**src/hdl/bsps_pkg.sv**
```systemverilog
`default_nettype none
package bsps_pkg;

  // Field widths
  localparam int CAP_FIELD_BITS = 32;
  localparam int LOGE_BITS      = 6;
  localparam int SIZE_BITS      = 40;
  localparam int HASH_BITS      = 7;
  localparam int K1_BITS        = 7;
  localparam int IN_DATA_BITS   = 40;
  localparam int OUT_DATA_BITS  = 48;

  // Default number of capacity bits used
  localparam int CAP_BITS_DEF   = 32;

  // Trial divisor width: divisors stay at or below sqrt(2^40) + 2
  localparam int TRIAL_BITS     = 21;

  // Width of 9 * table_size
  localparam int SIZE9_BITS     = SIZE_BITS + 4;

  // Arithmetic constants
  localparam logic [32:0]          LOG2E_Q32    = 33'd6196328019;
  localparam logic [SIZE_BITS-1:0] MAX_PRIME_40 = 40'd1099511627689;
  localparam logic [HASH_BITS-1:0] HASH_MAX     = 7'd127;
  localparam int                   SCALE_DEN    = 9;
  localparam int                   FIRST_DIVISOR = 3;

  // Sequencer states
  typedef enum logic [3:0] {
    ST_IDLE,
    ST_MUL13,
    ST_MULK,
    ST_SCALE,
    ST_SCALE_W,
    ST_TRIAL,
    ST_TRIAL_W,
    ST_HASH,
    ST_HASH_W,
    ST_DONE
  } bsps_state_t;

  // Status from the shared divider
  typedef struct packed {
    logic done;       // one-cycle pulse, quotient valid from here on
    logic rem_zero;   // remainder of the finished division is zero
  } div_stat_t;

  // First hash count: floor(t * log2(e)) with a Q1.32 constant
  function automatic logic [K1_BITS-1:0] k1_of(input logic [LOGE_BITS-1:0] t);
    logic [38:0] p;
    p = {33'd0, t} * {6'd0, LOG2E_Q32};
    return p[38:32];
  endfunction

endpackage
`default_nettype wire

```
**src/hdl/bsps_div.sv**
```systemverilog
`default_nettype none
module bsps_div #(
  parameter int DIVW = 44,
  parameter int DSW  = 36
) (
  input  wire logic                  clk,
  input  wire logic                  rst_n,
  input  wire logic                  start,
  input  wire logic [DIVW-1:0]       dividend,
  input  wire logic [DSW-1:0]        divisor,
  output logic      [DIVW-1:0]       quotient,
  output bsps_pkg::div_stat_t        stat
);
  import bsps_pkg::*;

  localparam int CW = $clog2(DIVW + 1);

  logic            busy_r;
  logic            done_r;
  logic [CW-1:0]   cnt_r;
  logic [DIVW-1:0] quo_r, quo_nxt;
  logic [DSW-1:0]  rem_r, rem_nxt;
  logic [DSW-1:0]  dvs_r;
  logic [DSW:0]    rem_sh;
  logic [DSW:0]    rem_sub;
  logic            qbit;

  // One restoring step: shift in next dividend bit, subtract if it fits
  always_comb begin
    rem_sh  = {rem_r, quo_r[DIVW-1]};
    rem_sub = rem_sh - {1'b0, dvs_r};
    qbit    = (rem_sh >= {1'b0, dvs_r});
    rem_nxt = qbit ? rem_sub[DSW-1:0] : rem_sh[DSW-1:0];
    quo_nxt = {quo_r[DIVW-2:0], qbit};
  end

  // Step control
  always_ff @(posedge clk) begin
    if (!rst_n) begin
      busy_r <= 1'b0;
      done_r <= 1'b0;
      cnt_r  <= '0;
    end else begin
      done_r <= 1'b0;
      if (start) begin
        busy_r <= 1'b1;
        cnt_r  <= '0;
      end else if (busy_r) begin
        cnt_r <= cnt_r + CW'(1);
        if (cnt_r == CW'(DIVW - 1)) begin
          busy_r <= 1'b0;
          done_r <= 1'b1;
        end
      end
    end
  end

  // Operand and partial remainder registers
  always_ff @(posedge clk) begin
    if (start) begin
      quo_r <= dividend;
      rem_r <= '0;
      dvs_r <= divisor;
    end else if (busy_r) begin
      quo_r <= quo_nxt;
      rem_r <= rem_nxt;
    end
  end

  assign quotient      = quo_r;
  assign stat.done     = done_r;
  assign stat.rem_zero = (rem_r == '0);

endmodule
`default_nettype wire

```
**src/hdl/bloom_size_prime_search.sv**
```systemverilog
`default_nettype none
// Bloom filter sizing. Each input word carries a capacity n and an error term
// t = trunc(-ln e); the block returns one result word with the table size (the
// smallest odd prime at or above floor(13*n*k1/9), k1 = floor(t*log2 e),
// saturated to 2^40-87), the hash count floor(9*size/(13*n)) capped at 127,
// and a flag for zero capacity, which gives zero size and count. All division
// runs through one restoring divider of DIVW = max(CAPACITY_BITS+11, 44) bits
// that retires one quotient bit per cycle. Each candidate tried takes up to
// sqrt(candidate)/2 trial divisions. in_tready is high only between items; a
// finished result waits in the output register while the next word is taken.
module bloom_size_prime_search #(
  parameter int CAPACITY_BITS = bsps_pkg::CAP_BITS_DEF
) (
  input  wire logic                                clk,
  input  wire logic                                rst_n,
  input  wire logic                                in_tvalid,
  output logic                                     in_tready,
  // [31:0] capacity, [37:32] log_error, [39:38] zero
  input  wire logic [bsps_pkg::IN_DATA_BITS-1:0]   in_tdata,
  output logic                                     out_tvalid,
  input  wire logic                                out_tready,
  // [39:0] table_size, [46:40] hash_count, [47] bad_capacity
  output logic      [bsps_pkg::OUT_DATA_BITS-1:0]  out_tdata
);
  import bsps_pkg::*;

  localparam int CB   = CAPACITY_BITS;
  localparam int N13W = CB + 4;
  localparam int PW   = CB + 4 + K1_BITS;
  localparam int DIVW = (PW > SIZE9_BITS) ? PW : SIZE9_BITS;
  localparam int DSW  = (N13W > TRIAL_BITS) ? N13W : TRIAL_BITS;

  bsps_state_t state_r, state_nxt;

  logic [CB-1:0]         n_in;
  logic                  in_fire;
  logic                  out_free;
  logic                  load_out;
  logic                  div_start;
  logic [DIVW-1:0]       div_dividend;
  logic [DSW-1:0]        div_divisor;
  logic [DIVW-1:0]       quo;
  div_stat_t             dstat;

  logic [CB-1:0]         n_r;
  logic [K1_BITS-1:0]    k1_r;
  logic [N13W-1:0]       n13_r;
  logic [PW-1:0]         prod_r;
  logic [SIZE_BITS-1:0]  cand_r;
  logic [TRIAL_BITS-1:0] d_r;
  logic [SIZE_BITS-1:0]  size_r;
  logic [HASH_BITS-1:0]  hash_r;
  logic                  bad_r;
  logic [SIZE9_BITS-1:0] size9;
  logic [SIZE_BITS-1:0]  seed;
  logic                  quo_over;
  logic                  quo_lt_d;

  logic                     out_valid_r;
  logic [OUT_DATA_BITS-1:0] out_data_r;

  assign n_in     = CB'(in_tdata[CAP_FIELD_BITS-1:0]);
  assign in_fire  = in_tvalid && in_tready;
  assign out_free = !out_valid_r || out_tready;

  // Divider operands
  assign size9 = ({4'd0, size_r} << 3) + {4'd0, size_r};

  always_comb begin
    div_dividend = '0;
    div_divisor  = DSW'(SCALE_DEN);
    case (state_r)
      ST_SCALE: begin
        div_dividend = DIVW'(prod_r);
        div_divisor  = DSW'(SCALE_DEN);
      end
      ST_TRIAL: begin
        div_dividend = DIVW'(cand_r);
        div_divisor  = DSW'(d_r);
      end
      ST_HASH: begin
        div_dividend = DIVW'(size9);
        div_divisor  = DSW'(n13_r);
      end
      default: begin
        div_dividend = '0;
        div_divisor  = DSW'(SCALE_DEN);
      end
    endcase
  end

  bsps_div #(
    .DIVW (DIVW),
    .DSW  (DSW)
  ) u_div (
    .clk      (clk),
    .rst_n    (rst_n),
    .start    (div_start),
    .dividend (div_dividend),
    .divisor  (div_divisor),
    .quotient (quo),
    .stat     (dstat)
  );

  // Quotient tests
  assign quo_over = (quo > DIVW'(MAX_PRIME_40));
  assign quo_lt_d = (quo < DIVW'(d_r));
  assign seed     = (quo[SIZE_BITS-1:0] < SIZE_BITS'(FIRST_DIVISOR)) ?
                    SIZE_BITS'(FIRST_DIVISOR) : (quo[SIZE_BITS-1:0] | 40'd1);

  // Next state
  always_comb begin
    state_nxt = state_r;
    case (state_r)
      ST_IDLE: begin
        if (in_fire) state_nxt = (n_in == '0) ? ST_DONE : ST_MUL13;
      end
      ST_MUL13:   state_nxt = ST_MULK;
      ST_MULK:    state_nxt = ST_SCALE;
      ST_SCALE:   state_nxt = ST_SCALE_W;
      ST_SCALE_W: begin
        if (dstat.done) state_nxt = quo_over ? ST_HASH : ST_TRIAL;
      end
      ST_TRIAL:   state_nxt = ST_TRIAL_W;
      ST_TRIAL_W: begin
        if (dstat.done) state_nxt = quo_lt_d ? ST_HASH : ST_TRIAL;
      end
      ST_HASH:    state_nxt = ST_HASH_W;
      ST_HASH_W: begin
        if (dstat.done) state_nxt = ST_DONE;
      end
      ST_DONE: begin
        if (out_free) state_nxt = ST_IDLE;
      end
      default:    state_nxt = ST_IDLE;
    endcase
  end

  // Sequencer outputs
  always_comb begin
    in_tready = (state_r == ST_IDLE);
    div_start = (state_r inside {ST_SCALE, ST_TRIAL, ST_HASH});
    load_out  = (state_r == ST_DONE) && out_free;
  end

  always_ff @(posedge clk) begin
    if (!rst_n) state_r <= ST_IDLE;
    else        state_r <= state_nxt;
  end

  // Working registers
  always_ff @(posedge clk) begin
    case (state_r)
      ST_IDLE: begin
        if (in_fire) begin
          n_r    <= n_in;
          k1_r   <= k1_of(in_tdata[CAP_FIELD_BITS +: LOGE_BITS]);
          bad_r  <= (n_in == '0);
          size_r <= '0;
          hash_r <= '0;
        end
      end
      ST_MUL13: begin
        n13_r <= ({4'd0, n_r} << 3) + ({4'd0, n_r} << 2) + {4'd0, n_r};
      end
      ST_MULK: begin
        prod_r <= PW'(n13_r) * PW'(k1_r);
      end
      ST_SCALE_W: begin
        if (dstat.done) begin
          if (quo_over) begin
            size_r <= MAX_PRIME_40;
          end else begin
            cand_r <= seed;
            d_r    <= TRIAL_BITS'(FIRST_DIVISOR);
          end
        end
      end
      ST_TRIAL_W: begin
        if (dstat.done) begin
          if (quo_lt_d) begin
            size_r <= cand_r;
          end else if (dstat.rem_zero) begin
            cand_r <= cand_r + 40'd2;
            d_r    <= TRIAL_BITS'(FIRST_DIVISOR);
          end else begin
            d_r <= d_r + TRIAL_BITS'(2);
          end
        end
      end
      ST_HASH_W: begin
        if (dstat.done) begin
          hash_r <= (quo > DIVW'(HASH_MAX)) ? HASH_MAX : quo[HASH_BITS-1:0];
        end
      end
      default: begin
      end
    endcase
  end

  // Output register
  always_ff @(posedge clk) begin
    if (!rst_n) begin
      out_valid_r <= 1'b0;
    end else if (load_out) begin
      out_valid_r <= 1'b1;
    end else if (out_tready) begin
      out_valid_r <= 1'b0;
    end
  end

  always_ff @(posedge clk) begin
    if (load_out) out_data_r <= {bad_r, hash_r, size_r};
  end

  assign out_tvalid = out_valid_r;
  assign out_tdata  = out_data_r;

endmodule
`default_nettype wire

```
**config.mk**
```make
export PLATFORM = sky130hd
export DESIGN_NAME = bloom_size_prime_search
export DESIGN_NICKNAME = d
export VERILOG_FILES = /design/src/hdl/bsps_pkg.sv /design/src/hdl/bsps_div.sv /design/src/hdl/bloom_size_prime_search.sv
export SDC_FILE = /design/constraint.sdc
export NUM_CORES = 2
export LEC_CHECK = 0
export CAP_MARGIN = 40
export CORE_MARGIN = 2
export CORE_UTILIZATION = 43
export CTS_CLUSTER_DIAMETER = 50
export DETAILED_ROUTE_END_ITERATION = 6
export DONT_BUFFER_PORTS = 1
export PLACE_DENSITY = 0.69
export SLEW_MARGIN = 20
export SYNTH_ARGS = -nofsm -noshare
export SYNTH_HDL_FRONTEND = slang
export SYNTH_SLANG_ARGS = --single-unit
```
**constraint.sdc**
```tcl
create_clock -name clk -period 7.1 [get_ports clk]
set_input_delay 0.355 -clock clk [delete_from_list [all_inputs] [get_ports clk]]
set_output_delay 0.355 -clock clk [all_outputs]
set_load 0.02 [all_outputs]
```
==> results.toml <==
[global_route]
antenna_found_initial = 0
grt-ovfl-total = 0
top_usage_layer = "met2"
use_met3_pct = 2.79
grt_max_degree = 83
grt_pass1_wl_um = 134000
grt_use_met2_pct = 33.3
grt_usage_pct = 20.4
grt.met1_usage_pct = 28.4
grt_pass1_vias = 24800

[critical_path]
ff2ff_setup_slack_ns = 1.08
crit_fanout = 17
r2r_cells = 18
regToRegEndpoint = "prod_r[37]"
critPathLaunchType = "register"
worstPathArrival_ns = 6.38
end_kind = "register"
cp-startpoint = "k1_r[2]"
crit_path_end = "prod_r[37]"
r2r_start = "k1_r[2]"
required_ns = 7.46
path_class = "reg2reg"

[detailed_routing]
first_iter_violations = 2009
detail-route-antenna-nets = 0
dr.pass1.iters = 6
vias_per_cell = 5.57
wire_per_inst_um = 18.4
vias = 25100
totalWireLength_um = 82500
drc = 0

[run]
maxCapViolCount = 0

[final_layout]
area_growth_pct = 10.8
diodes = 0
fin_nets = 3950
layout-drive-gt1-share_pct = 6.19

[synthesis]
synthAdderAreaFrac_pct = 23.6
synth_area_sq_um = 33700
yosys_warnings = 0
synth_top_area_share_pct = 31.5
yosysUniqueCellTypes = 99
yosysSeqAreaShare_pct = 34.4
synth_fp_nets = 3957
synth_top_family_by_area = "adder cells"
synth_common_cells = "edfxtp_1 (354), inv_1 (338), a21oi_1 (294)"
synth_edf_count = 354
ys_seq_elements = 403
async_flop_share_pct = 0
ys.flop_type = "edfxtp_1"
yosysTopAreaCell = "edfxtp_1"
postSynthAreaPerCell_sq_um = 9.87
synthTopCellsByArea = "edfxtp_1 (32%), fa_1 (13%), ha_1 (10%), a21oi_1 (4.4%), and2_1 (3.9%)"
synth_compound_area_share_pct = 15.0
synth.most_common_cell = "edfxtp_1"
syn_inst = 3414
synth_xor_area_share_pct = 4.99
yosys.area_share.simple_pct = 15.1
synth.area.mux_share_pct = 1.13

[min_path]
hold_start = "out_tready"
hp-class = "in2reg"

[clock_tree]
max-clock-path-buffers = 3
root_buffer = "clkbuf_16"
cts_tree = "built"
cts_htree_levels = 2
path_clk_slew_ns = 0.05
clock_latency_ns = 0.66
cts_sinks = 403
cts_buffers = 60
cts_resized = 0

[floorplanning]
die_w_um = 284
core_area_sq_um = 77600
rows = 102
initial_core_util_pct = 43.4
die_y_um = 284
io_pins = 94
die_area_sq_um = 80600

[timing]
hold_viol = 0
min_period_over_period_pct = 84.8
slew-limit-headroom_pct = 47.2
tightest_slew_ns = 0.792
period_minus_slack_ns = 6.02
fin_skew_ns = 0.0658
rsz0062_at_grt = "false"
fin_setup_tns_ns = 0
drv_slew = 0
setup_viol = 0
fmax_mhz = 166

[placed_design]
gp_congestion = 0.904
io_buffer_count = 0
hpwl_um = 61700

[outcome]
status = "finished clean"
[worst min-delay path by stage]
stage	cells after the start	endpoint	slack, ns
floorplan	0	out_tdata[40]	0.40
global placement	0	out_tdata[40]	0.40
detailed placement	0	out_tdata[43]	0.40
CTS	3	state_r[0]	0.04
global route	3	state_r[0]	0.04
finish	2	out_tvalid	0.07
[kinds of logic after synthesis]
group | Yosys count
buf+inv | 484
mux | 38
fa+ha+maj | 499
compound gates | 798
xor+xnor | 192
flops | 403
simple gates | 1000
[cell type report]
type	count	area, sq um
fill	7245	40300
multi-input combinational	2527	20200
sequential	403	11600
clock buffer	66	1530
tap	1040	1300
inverter	339	1270
timing repair buffer	76	741
clock inverter	47	649
[layout by cell type (no fill, tap or decap), types with 34 or more instances in the layout]
| cell | n |
|---|---|
| a21oi_1 | 294 |
| ha_1 | 273 |
| mux2i_1 | 37 |
| nand3_1 | 77 |
| nor3_1 | 65 |
| xnor2_1 | 140 |
| nor4_1 | 34 |
| nor2_1 | 199 |
| nand2_1 | 221 |
| inv_1 | 336 |
| dfxtp_1 | 46 |
| and2_1 | 211 |
| o21ai_0 | 143 |
| nand4_1 | 55 |
| xor2_1 | 52 |
| fa_1 | 226 |
| a21o_1 | 91 |
| edfxtp_1 | 354 |
| clkbuf_16 | 60 |
[metal layers]
metal	part of all wire [%]	up-vias
met3	6.3	139
met5	0	-
met4	2.6	0
met1	45	12100
met2	46	783
li1	-	12000
[registers in the layout, indices dropped and copies added (netlist names), 7 cells and up]
signal	flops
prod_r	43
out_tdata	48
u_div.rem_r	36
n_r	32
d_r	21
size_r	40
n13_r	36
hash_r	7
u_div.quotient	44
u_div.dvs_r	36
cand_r	39
k1_r	7
[stage by stage]
stage          util, %  instance area, sq um  cells  hold WS, ns  worst slack, ns
4_1_cts           48.1                 37300   4495       0.0391            0.969
5_1_grt           48.1                 37300   4498       0.0374            0.691
6_report          48.1                 37300   4498       0.0676             1.08
2_1_floorplan        -                 33700   3414        0.400             1.75
3_5_place_dp      44.8                 34800   4349        0.405            0.961
3_3_place_gp      44.7                 34700   4341        0.405            0.895
[worst max-delay path, stage by stage (launching register included)]
cell       delay, ns
edfxtp_1        0.77
buf_4           0.28
and2_1          0.16
fa_1            0.45
fa_1            0.48
fa_1            0.54
inv_1           0.05
fa_1            0.53
inv_1           0.05
ha_1            0.43
nand2_1         0.11
or3_1           0.37
a2111oi_0       0.36
o21ai_0         0.13
o21ai_0         0.42
a21boi_0        0.23
o21bai_1        0.17
a21oi_1         0.09
xnor2_1         0.15
[what timing repair did]
action	CTS	global route
hold endpoints to repair	43	0
buffers inserted	0	0
hold buffers	33	0
Power is left out: the tool's default activity adds up to more than one toggle a clock period on the data nets, which glitch-free logic cannot reach.
